--- src/rtl/fifo_queue_with_search_core_defines.svh ---
// Assertion macros used by the queue sequencer.
// Needs clk_i and rst_ni in the scope of each use.
`ifndef FIFO_QUEUE_WITH_SEARCH_CORE_DEFINES_SVH
`define FIFO_QUEUE_WITH_SEARCH_CORE_DEFINES_SVH

// A property that must hold at every clock edge out of reset.
`define FQS_ASSERT(lbl, prop, msg) \
  lbl: assert property (@(posedge clk_i) disable iff (!rst_ni) (prop)) else $error(msg);

// A condition in one cycle that implies a consequence in the next one.
`define FQS_ASSERT_NEXT(lbl, ante, cons, msg) \
  lbl: assert property (@(posedge clk_i) disable iff (!rst_ni) (ante) |=> (cons)) \
    else $error(msg);

`endif

--- src/rtl/fqs_pkg.sv ---
// Shared types and constants of the queue with search.
// No dependencies.
package fqs_pkg;

  localparam int unsigned FQS_DEPTH   = 16;
  localparam int unsigned DATA_W      = 32;
  localparam int unsigned OUT_CNT_W   = 5;
  localparam logic [DATA_W-1:0] EMPTY_MARK = '1;

  // Operation codes carried by each item.
  typedef enum logic [1:0] {
    OP_PUSH   = 2'd0,
    OP_POP    = 2'd1,
    OP_CLEAR  = 2'd2,
    OP_SEARCH = 2'd3
  } fqs_op_e;

  // Result of one item, handed from the sequencer to the output register.
  typedef struct packed {
    logic signed [DATA_W-1:0] front_value;
    logic signed [DATA_W-1:0] back_value;
    logic                     is_empty;
    logic [OUT_CNT_W-1:0]     entry_count;
    logic                     found;
    logic                     push_dropped;
  } fqs_result_t;

endpackage

--- src/rtl/fifo_queue_with_search_core.sv ---
// Queue of signed 32-bit values with push, pop, clear and search.
// Push, clear, pop to empty and search on an empty queue go straight to the result
// state; pop first fetches the new head from the slot memory; a search compares up
// to DEPTH entries, one read of the slot memory per entry, and stops at the first match.
// The next item is accepted only when the previous result moves into the output register.
// Reset clears pointers and count at once; the slot memory is never cleared.
module fifo_queue_with_search_core import fqs_pkg::*; #(
  parameter int unsigned DEPTH = FQS_DEPTH
) (
  input  logic                        clk_i,
  input  logic                        rst_ni,
  input  logic                        in_valid_i,
  output logic                        in_stall_o,
  input  logic [1:0]                  func_i,
  input  logic signed [DATA_W-1:0]    push_value_i,
  input  logic signed [DATA_W-1:0]    search_key_i,
  output logic                        out_valid_o,
  input  logic                        out_stall_i,
  output logic signed [DATA_W-1:0]    front_value_o,
  output logic signed [DATA_W-1:0]    back_value_o,
  output logic                        is_empty_o,
  output logic [OUT_CNT_W-1:0]        entry_count_o,
  output logic                        found_o,
  output logic                        push_dropped_o
);

  localparam int unsigned IDX_W = (DEPTH > 1) ? $clog2(DEPTH) : 1;

  logic                     res_valid;
  logic                     res_ready;
  fqs_result_t              res;
  logic                     mem_we;
  logic [IDX_W-1:0]         mem_waddr;
  logic signed [DATA_W-1:0] mem_wdata;
  logic                     mem_re;
  logic [IDX_W-1:0]         mem_raddr;
  logic signed [DATA_W-1:0] mem_rdata;
  logic                     out_valid_q, out_valid_d;
  fqs_result_t              out_q;

  fqs_ctrl #(
    .DEPTH(DEPTH)
  ) u_ctrl (
    .clk_i        (clk_i),
    .rst_ni       (rst_ni),
    .in_valid_i   (in_valid_i),
    .in_stall_o   (in_stall_o),
    .func_i       (func_i),
    .push_value_i (push_value_i),
    .search_key_i (search_key_i),
    .res_valid_o  (res_valid),
    .res_ready_i  (res_ready),
    .res_o        (res),
    .mem_we_o     (mem_we),
    .mem_waddr_o  (mem_waddr),
    .mem_wdata_o  (mem_wdata),
    .mem_re_o     (mem_re),
    .mem_raddr_o  (mem_raddr),
    .mem_rdata_i  (mem_rdata)
  );

  fqs_ram #(
    .DEPTH(DEPTH)
  ) u_ram (
    .clk_i   (clk_i),
    .we_i    (mem_we),
    .waddr_i (mem_waddr),
    .wdata_i (mem_wdata),
    .re_i    (mem_re),
    .raddr_i (mem_raddr),
    .rdata_o (mem_rdata)
  );

  // Output register: takes a new result when empty or being drained.
  assign res_ready = !out_valid_q || !out_stall_i;

  always_comb begin
    out_valid_d = out_valid_q;
    if (res_ready) begin
      out_valid_d = res_valid;
    end
  end

  always_ff @(posedge clk_i or negedge rst_ni) begin
    if (!rst_ni) begin
      out_valid_q <= 1'b0;
    end else begin
      out_valid_q <= out_valid_d;
    end
  end

  always_ff @(posedge clk_i) begin
    if (res_ready && res_valid) begin
      out_q <= res;
    end
  end

  assign out_valid_o    = out_valid_q;
  assign front_value_o  = out_q.front_value;
  assign back_value_o   = out_q.back_value;
  assign is_empty_o     = out_q.is_empty;
  assign entry_count_o  = out_q.entry_count;
  assign found_o        = out_q.found;
  assign push_dropped_o = out_q.push_dropped;

endmodule

--- src/rtl/fqs_ram.sv ---
// Slot memory of the queue: one write port, one read port, registered read data.
// Depends on fqs_pkg.
module fqs_ram import fqs_pkg::*; #(
  parameter int unsigned DEPTH = FQS_DEPTH,
  localparam int unsigned IDX_W = (DEPTH > 1) ? $clog2(DEPTH) : 1
) (
  input  logic                     clk_i,
  input  logic                     we_i,
  input  logic [IDX_W-1:0]         waddr_i,
  input  logic signed [DATA_W-1:0] wdata_i,
  input  logic                     re_i,
  input  logic [IDX_W-1:0]         raddr_i,
  output logic signed [DATA_W-1:0] rdata_o
);

  logic signed [DATA_W-1:0] mem_q [DEPTH];
  logic signed [DATA_W-1:0] rdata_q;

  // Write port.
  always_ff @(posedge clk_i) begin
    if (we_i) begin
      mem_q[waddr_i] <= wdata_i;
    end
  end

  // Read port with registered read data, loaded while the read enable is high.
  always_ff @(posedge clk_i) begin
    if (re_i) begin
      rdata_q <= mem_q[raddr_i];
    end
  end

  assign rdata_o = rdata_q;

endmodule

--- src/rtl/fqs_ctrl.sv ---
// Sequencer of the queue: ring pointers, entry count, head and tail copies,
// and the search walk over the slot memory. Depends on fqs_pkg and the defines header.
`include "fifo_queue_with_search_core_defines.svh"
module fqs_ctrl import fqs_pkg::*; #(
  parameter int unsigned DEPTH = FQS_DEPTH,
  localparam int unsigned IDX_W = (DEPTH > 1) ? $clog2(DEPTH) : 1,
  localparam int unsigned CNT_W = $clog2(DEPTH + 1)
) (
  input  logic                     clk_i,
  input  logic                     rst_ni,
  input  logic                     in_valid_i,
  output logic                     in_stall_o,
  input  logic [1:0]               func_i,
  input  logic signed [DATA_W-1:0] push_value_i,
  input  logic signed [DATA_W-1:0] search_key_i,
  output logic                     res_valid_o,
  input  logic                     res_ready_i,
  output fqs_result_t              res_o,
  output logic                     mem_we_o,
  output logic [IDX_W-1:0]         mem_waddr_o,
  output logic signed [DATA_W-1:0] mem_wdata_o,
  output logic                     mem_re_o,
  output logic [IDX_W-1:0]         mem_raddr_o,
  input  logic signed [DATA_W-1:0] mem_rdata_i
);

  typedef enum logic [3:0] {
    ST_IDLE   = 4'b0001,
    ST_POP_RD = 4'b0010,
    ST_SEARCH = 4'b0100,
    ST_RESULT = 4'b1000
  } fqs_state_e;

  fqs_state_e state_q, state_d;
  logic [IDX_W-1:0] head_q, head_d;
  logic [IDX_W-1:0] tail_q, tail_d;
  logic [CNT_W-1:0] count_q, count_d;
  logic [IDX_W-1:0] scan_ptr_q, scan_ptr_d;
  logic [CNT_W-1:0] scan_left_q, scan_left_d;
  logic             found_q, found_d;
  logic             dropped_q, dropped_d;
  logic signed [DATA_W-1:0] front_q, front_d;
  logic signed [DATA_W-1:0] back_q, back_d;
  logic signed [DATA_W-1:0] key_q, key_d;

  fqs_op_e          op;
  logic             ready_for_item;
  logic             accept;
  logic             is_full;
  logic             is_void;
  logic             match;
  logic [IDX_W-1:0] head_nxt;

  function automatic logic [IDX_W-1:0] ring_next(input logic [IDX_W-1:0] idx);
    if (idx == IDX_W'(DEPTH - 1)) begin
      return '0;
    end else begin
      return idx + 1'b1;
    end
  endfunction

  // Handshake and status decode.
  assign op             = fqs_op_e'(func_i);
  assign ready_for_item = (state_q == ST_IDLE) || ((state_q == ST_RESULT) && res_ready_i);
  assign in_stall_o     = !ready_for_item;
  assign accept         = in_valid_i && ready_for_item;
  assign is_full        = (count_q == CNT_W'(DEPTH));
  assign is_void        = (count_q == '0);
  assign match          = (mem_rdata_i == key_q);
  assign head_nxt       = ring_next(head_q);

  // Next state, pointer updates and memory requests.
  always_comb begin
    state_d     = state_q;
    head_d      = head_q;
    tail_d      = tail_q;
    count_d     = count_q;
    scan_ptr_d  = scan_ptr_q;
    scan_left_d = scan_left_q;
    found_d     = found_q;
    dropped_d   = dropped_q;
    front_d     = front_q;
    back_d      = back_q;
    key_d       = key_q;
    mem_we_o    = 1'b0;
    mem_waddr_o = tail_q;
    mem_wdata_o = push_value_i;
    mem_re_o    = 1'b0;
    mem_raddr_o = scan_ptr_q;

    unique case (state_q) inside
      ST_IDLE, ST_RESULT: begin
        if ((state_q == ST_RESULT) && res_ready_i) begin
          state_d = ST_IDLE;
        end
        if (accept) begin
          found_d   = 1'b0;
          dropped_d = 1'b0;
          key_d     = search_key_i;
          state_d   = ST_RESULT;
          unique case (op)
            OP_PUSH: begin
              if (is_full) begin
                dropped_d = 1'b1;
              end else begin
                mem_we_o = 1'b1;
                tail_d   = ring_next(tail_q);
                count_d  = count_q + 1'b1;
                back_d   = push_value_i;
                if (is_void) begin
                  front_d = push_value_i;
                end
              end
            end
            OP_POP: begin
              if (!is_void) begin
                head_d  = head_nxt;
                count_d = count_q - 1'b1;
                // The new head must be fetched unless the queue runs empty.
                if (count_q != CNT_W'(1)) begin
                  mem_re_o    = 1'b1;
                  mem_raddr_o = head_nxt;
                  state_d     = ST_POP_RD;
                end
              end
            end
            OP_CLEAR: begin
              head_d  = '0;
              tail_d  = '0;
              count_d = '0;
            end
            OP_SEARCH: begin
              if (!is_void) begin
                mem_re_o    = 1'b1;
                mem_raddr_o = head_q;
                scan_ptr_d  = head_nxt;
                scan_left_d = count_q;
                state_d     = ST_SEARCH;
              end
            end
          endcase
        end
      end
      ST_POP_RD: begin
        front_d = mem_rdata_i;
        state_d = ST_RESULT;
      end
      ST_SEARCH: begin
        // Compare the entry fetched last cycle; fetch the next one unless this one matched or was the last.
        if (match || (scan_left_q == CNT_W'(1))) begin
          found_d = match;
          state_d = ST_RESULT;
        end else begin
          mem_re_o    = 1'b1;
          mem_raddr_o = scan_ptr_q;
          scan_ptr_d  = ring_next(scan_ptr_q);
          scan_left_d = scan_left_q - 1'b1;
        end
      end
      default: begin
        state_d = ST_IDLE;
      end
    endcase
  end

  // Control registers.
  always_ff @(posedge clk_i or negedge rst_ni) begin
    if (!rst_ni) begin
      state_q     <= ST_IDLE;
      head_q      <= '0;
      tail_q      <= '0;
      count_q     <= '0;
      scan_ptr_q  <= '0;
      scan_left_q <= '0;
      found_q     <= 1'b0;
      dropped_q   <= 1'b0;
    end else begin
      state_q     <= state_d;
      head_q      <= head_d;
      tail_q      <= tail_d;
      count_q     <= count_d;
      scan_ptr_q  <= scan_ptr_d;
      scan_left_q <= scan_left_d;
      found_q     <= found_d;
      dropped_q   <= dropped_d;
    end
  end

  // Payload registers: head and tail copies and the search key.
  always_ff @(posedge clk_i) begin
    front_q <= front_d;
    back_q  <= back_d;
    key_q   <= key_d;
  end

  // Result of the finished item.
  assign res_valid_o           = (state_q == ST_RESULT);
  assign res_o.front_value     = is_void ? EMPTY_MARK : front_q;
  assign res_o.back_value      = is_void ? EMPTY_MARK : back_q;
  assign res_o.is_empty        = is_void;
  assign res_o.entry_count     = OUT_CNT_W'(count_q);
  assign res_o.found           = found_q;
  assign res_o.push_dropped    = dropped_q;

  // Expected tail from head and count, for the ring check below.
  logic [CNT_W:0]   ring_sum;
  logic [IDX_W-1:0] ring_tail_exp;
  always_comb begin
    ring_sum = (CNT_W + 1)'(head_q) + (CNT_W + 1)'(count_q);
    if (ring_sum >= (CNT_W + 1)'(DEPTH)) begin
      ring_sum = ring_sum - (CNT_W + 1)'(DEPTH);
    end
    ring_tail_exp = IDX_W'(ring_sum);
  end

  `FQS_ASSERT(a_count_bound, count_q <= CNT_W'(DEPTH), "entry count exceeds depth")
  `FQS_ASSERT(a_ring_consistent, ring_tail_exp == tail_q, "tail does not match head plus count")
  `FQS_ASSERT_NEXT(a_full_push_kept, accept && (op == OP_PUSH) && is_full, $stable(count_q) && dropped_q, "push into full queue changed state")
  `FQS_ASSERT(a_write_on_accept, mem_we_o |-> accept, "slot written without an accepted push")
  `FQS_ASSERT_NEXT(a_read_consumed, mem_re_o, (state_q == ST_POP_RD) || (state_q == ST_SEARCH), "read data arrives with nobody to take it")

endmodule

--- config.mk ---
export PLATFORM = sky130hd
export DESIGN_NAME = fifo_queue_with_search_core
export DESIGN_NICKNAME = d
export VERILOG_FILES = /design/src/rtl/fqs_pkg.sv /design/src/rtl/fifo_queue_with_search_core.sv /design/src/rtl/fqs_ram.sv /design/src/rtl/fqs_ctrl.sv
export VERILOG_INCLUDE_DIRS = /design/src /design/src/rtl
export SDC_FILE = /design/constraint.sdc
export NUM_CORES = 1
export LEC_CHECK = 0
export BUFFER_PORTS_ARGS = -buffer_cell sky130_fd_sc_hd__buf_2
export CORE_MARGIN = 2
export CORE_UTILIZATION = 53
export DETAILED_ROUTE_END_ITERATION = 16
export PLACE_DENSITY_LB_ADDON = 0.08
export REMOVE_ABC_BUFFERS = 1
export SLEW_MARGIN = 5
export SYNTH_ARGS = -nofsm -noshare
export SYNTH_HDL_FRONTEND = slang
export SYNTH_SLANG_ARGS = --single-unit
--- constraint.sdc ---
create_clock -name clk_i -period 12.1 [get_ports clk_i]
set_input_delay 0.605 -clock clk_i [delete_from_list [all_inputs] [get_ports clk_i]]
set_output_delay 0.605 -clock clk_i [all_outputs]
set_load 0.03 [all_outputs]
==> flow_summary_export.csv <==
group,metric,value,unit
worst_setup_path,path_cells,"nor2_1 > and2_1 > nand2_1 > inv_2 > nand3b_1 > inv_2 > and3_1 > and2_2",
grt,grt_pass1_vias,14586,
worst_setup_path,r2r_cells,8,
worst_setup_path,r2r_start,"u_ctrl.state_q[1]",
yosys,synth_area_leaders,"edfxtp_1, mux4_2, mux2_2, dfrtp_1, a22oi_1",
worst_setup_path,worstSetupEndpointType,"flip-flop",
timing,setup_violations,0,
cells_and_area,seqCellArea,22100,um2
worst_setup_path,path_class,"flip-flop to flip-flop",
floorplanning,ioPinCount,144,
status,status,"complete, no violations",
yosys,yosys_warnings,0,
worst_setup_path,reg2reg_slack,6.91,ns
worst_setup_path,crit_top_cell,"inv_2",
yosys,async_flop_share,0.0391,
routing,vias,14544,
job,maxCapViolCount,0,
timing,period_needed,5.19,ns
worst_setup_path,cp_slowest_stage_delay,0.94,ns
worst_setup_path,timing.rr.end,"u_ram.mem_q[15][21]",
timing,relSlewSlack,0.288,
timing,whs,0.0433,ns
routing,firstDrtPassIters,5,
yosys,syn_inst,1483,
clocking,root_buffer,"clkbuf_16",
clocking,cts_hold_buf,0,
power,power.density,222,nW/um2
power,p_leak,11.0,nW
floorplanning,core-area,53800,um2
clocking,cts_tree,"done",
floorplanning,row_count,85,
floorplanning,dieHeight,237,um
routing,viasPerCell,6.00,
floorplanning,die_w,237,um
routing,drt-total-wl,64000,um
yosys,synth.yosys.seq_area_share,0.768,
placed_design,placed_area,30400,um2
yosys,ys_seq_elements,741,
cells_and_area,final_area,32700,um2
clocking,cts_buffers,76,
timing,fin_tns_setup,0,ns
worst_setup_path,critPathTopFamily,"simple AND/OR/NAND/NOR gates",
yosys,synthesis.area,28800,um2
grt,antenna_found_initial,0,
yosys,yosys.area.top_type,"edfxtp_1",
yosys,synth.distinct_cells,61,
yosys,ys.flop_type,"edfxtp_1",
worst_setup_path,crit_fanout,36,
clocking,clk-insertion-delay-late,0.62,ns
cells_and_area,layout.nets,1754,
grt,grt_max_degree,68,
placed_design,post-dp-hpwl,34800,um
yosys,synth_edf_count,712,
grt,grt.total_usage,0.232,
routing,drt-initial-drc-count,1249,
routing,drtAntennaViolNets,0,
placed_design,place_ws,6.74,ns
floorplanning,initial_core_util,0.535,
routing,wl_per_cell,26.4,um
worst_setup_path,path_buf_inv,2,
timing,fin_ws,6.91,ns
timing,hold_viol_final,0,
cells_and_area,fillerInstances,3857,
cells_and_area,area_growth,13.7,%
power,ir_drop,200,uV
timing,clock_skew,0.0198,ns
routing,drc,0,
placed_design,gp_congestion,0.791,
cells_and_area,layout-drive-gt1-share,0.287,
cells_and_area,utilization,0.608,
yosys,synth_top_area_frac,0.743,
clocking,cts_resized,0,
placed_design,port-buffer-count,143,
clocking,cts.htree.levels,3,
yosys,post_synth.cell_area_avg,19.4,um2
clocking,cts_setup_buffers,0,
timing,fin_crit_sh,0.429,
clocking,cts_sinks,741,
cells_and_area,multiInputGateArea,6370,um2
timing,worstMarginPinSlew,1.07,ns
floorplanning,die_area,56200,um2
grt,grt_pass1_wl,94600,um
clocking,clockBufferDepth,3,
worst_setup_path,cpMaxStageDelayCell,"inv_2",
worst_setup_path,arrival,5.42,ns
clocking,clk_pin_slew,0.06,ns
grt,overflow,0,
cells_and_area,antenna_cells,0,
worst_setup_path,start_kind,"flip-flop",
timing,rsz0062_at_grt,"false",
timing,drv_slew,0,
timing,fmaxAchievable,0.193,GHz
worst_setup_path,required,12.33,ns
min_path,hold_class,"input port to async pin",
==> through the flow <==
stage          power [mW]  instances
4_1_cts              7.32       2422
5_1_grt              7.57       2422
3_3_place_gp         5.08       2285
6_report             7.26       2422
3_5_place_dp         5.10       2285
2_1_floorplan        4.57       1415
==> cell usage in the layout (no fill, tap or decap), drive strengths merged, types with 22 or more instances in the layout <==
cell type / Yosys / layout
buf: 33 / 174
mux4: 96 / 96
mux2: 96 / 96
inv: 21 / 22
nand2b: 67 / 67
nand3: 44 / 44
clkbuf: 35 / 96
xor2: 32 / 32
clkinv: 1 / 33
a22oi: 68 / 68
o21ai: 28 / 28
dfrtp: 28 / 28
a21oi: 23 / 23
nand2: 67 / 67
edfxtp: 712 / 712
==> flip-flops by register name, summed over array words and instances, names as in the netlist <==
| signal | count |
|---|---|
| push_dropped_o | 1 |
| u_ctrl.scan_left_q | 5 |
| found_o | 1 |
| u_ctrl.mem_waddr_o | 4 |
| front_value_o | 32 |
| u_ram.rdata_o | 32 |
| u_ctrl.front_q | 32 |
| u_ctrl.back_q | 32 |
| back_value_o | 32 |
| is_empty_o | 1 |
| u_ctrl.dropped_q | 1 |
| out_valid_o | 1 |
| u_ctrl.scan_ptr_q | 4 |
| u_ctrl.count_q | 5 |
| u_ram.mem_q | 512 |
| u_ctrl.found_q | 1 |
| u_ctrl.state_q | 4 |
| entry_count_o | 5 |
| u_ctrl.head_q | 4 |
| u_ctrl.key_q | 32 |
==> layout make-up <==
cell class | instances | area share
sequential | 741 | 0.675
multi-input combinational | 652 | 0.195
clock buffer | 96 | 0.0623
timing repair buffer | 174 | 0.0290
tap | 696 | 0.0266
clock inverter | 41 | 0.00982
inverter | 22 | 0.00256
==> per-layer routing <==
metal / vias to the layer above / part of all wire / wire length, um / global-route usage
met2: 465 / 0.47 / 30100 / 0.360
met3: 84 / 0.061 / 3880 / 0.0375
met4: 4 / 0.019 / 1180 / 0.0661
met5: - / 0.0035 / 226 / 0.0294
li1: 6348 / - / - / -
met1: 7643 / 0.45 / 28500 / 0.342
==> report_power, final <==
| part | leakage [nW] | internal (mW) | total, mW | switching (mW) |
|---|---|---|---|---|
| registers | 6.79 | 3.10 | 3.23 | 0.128 |
| logic | 3.03 | 0.713 | 1.80 | 1.09 |
| clock network | 1.14 | 1.28 | 2.23 | 0.948 |
| total | 11.0 | 5.09 | 7.26 | 2.17 |
==> cell usage after synthesis, drive strengths merged, types with 23 or more instances <==
cell and count:
a21oi 23, a22oi 68, buf 33, clkbuf 35, dfrtp 28, edfxtp 712
mux2 96, mux4 96, nand2 67, nand2b 67, nand3 44, o21ai 28
xor2 32
==> cell families after synthesis <==
family	share of synthesized area
adder cells (fa/ha/maj)	0.00739
AND/OR/NAND/NOR	0.0468
multiplexers	0.114
buffers and inverters	0.0156
flip-flops	0.768
AO/OA/AOI/OAI	0.0389
XOR/XNOR	0.00974
==> how the worst max path moves through the flow <==
stage / start / cells past startpoint / slack, ns / to
floorplan: u_ctrl.count_q[0] / 9 / 5.20 / u_ram.rdata_o[0]
global placement: out_stall_i / 9 / 6.94 / u_ram.mem_q[13][2]
detailed placement: out_stall_i / 9 / 6.74 / u_ram.mem_q[12][3]
CTS: u_ctrl.state_q[3] / 8 / 6.80 / u_ram.mem_q[12][10]
global route: u_ctrl.state_q[1] / 8 / 6.45 / u_ram.mem_q[15][4]
finish: u_ctrl.state_q[1] / 8 / 6.91 / u_ram.mem_q[15][21]
(Power assumes the default switching activity.)
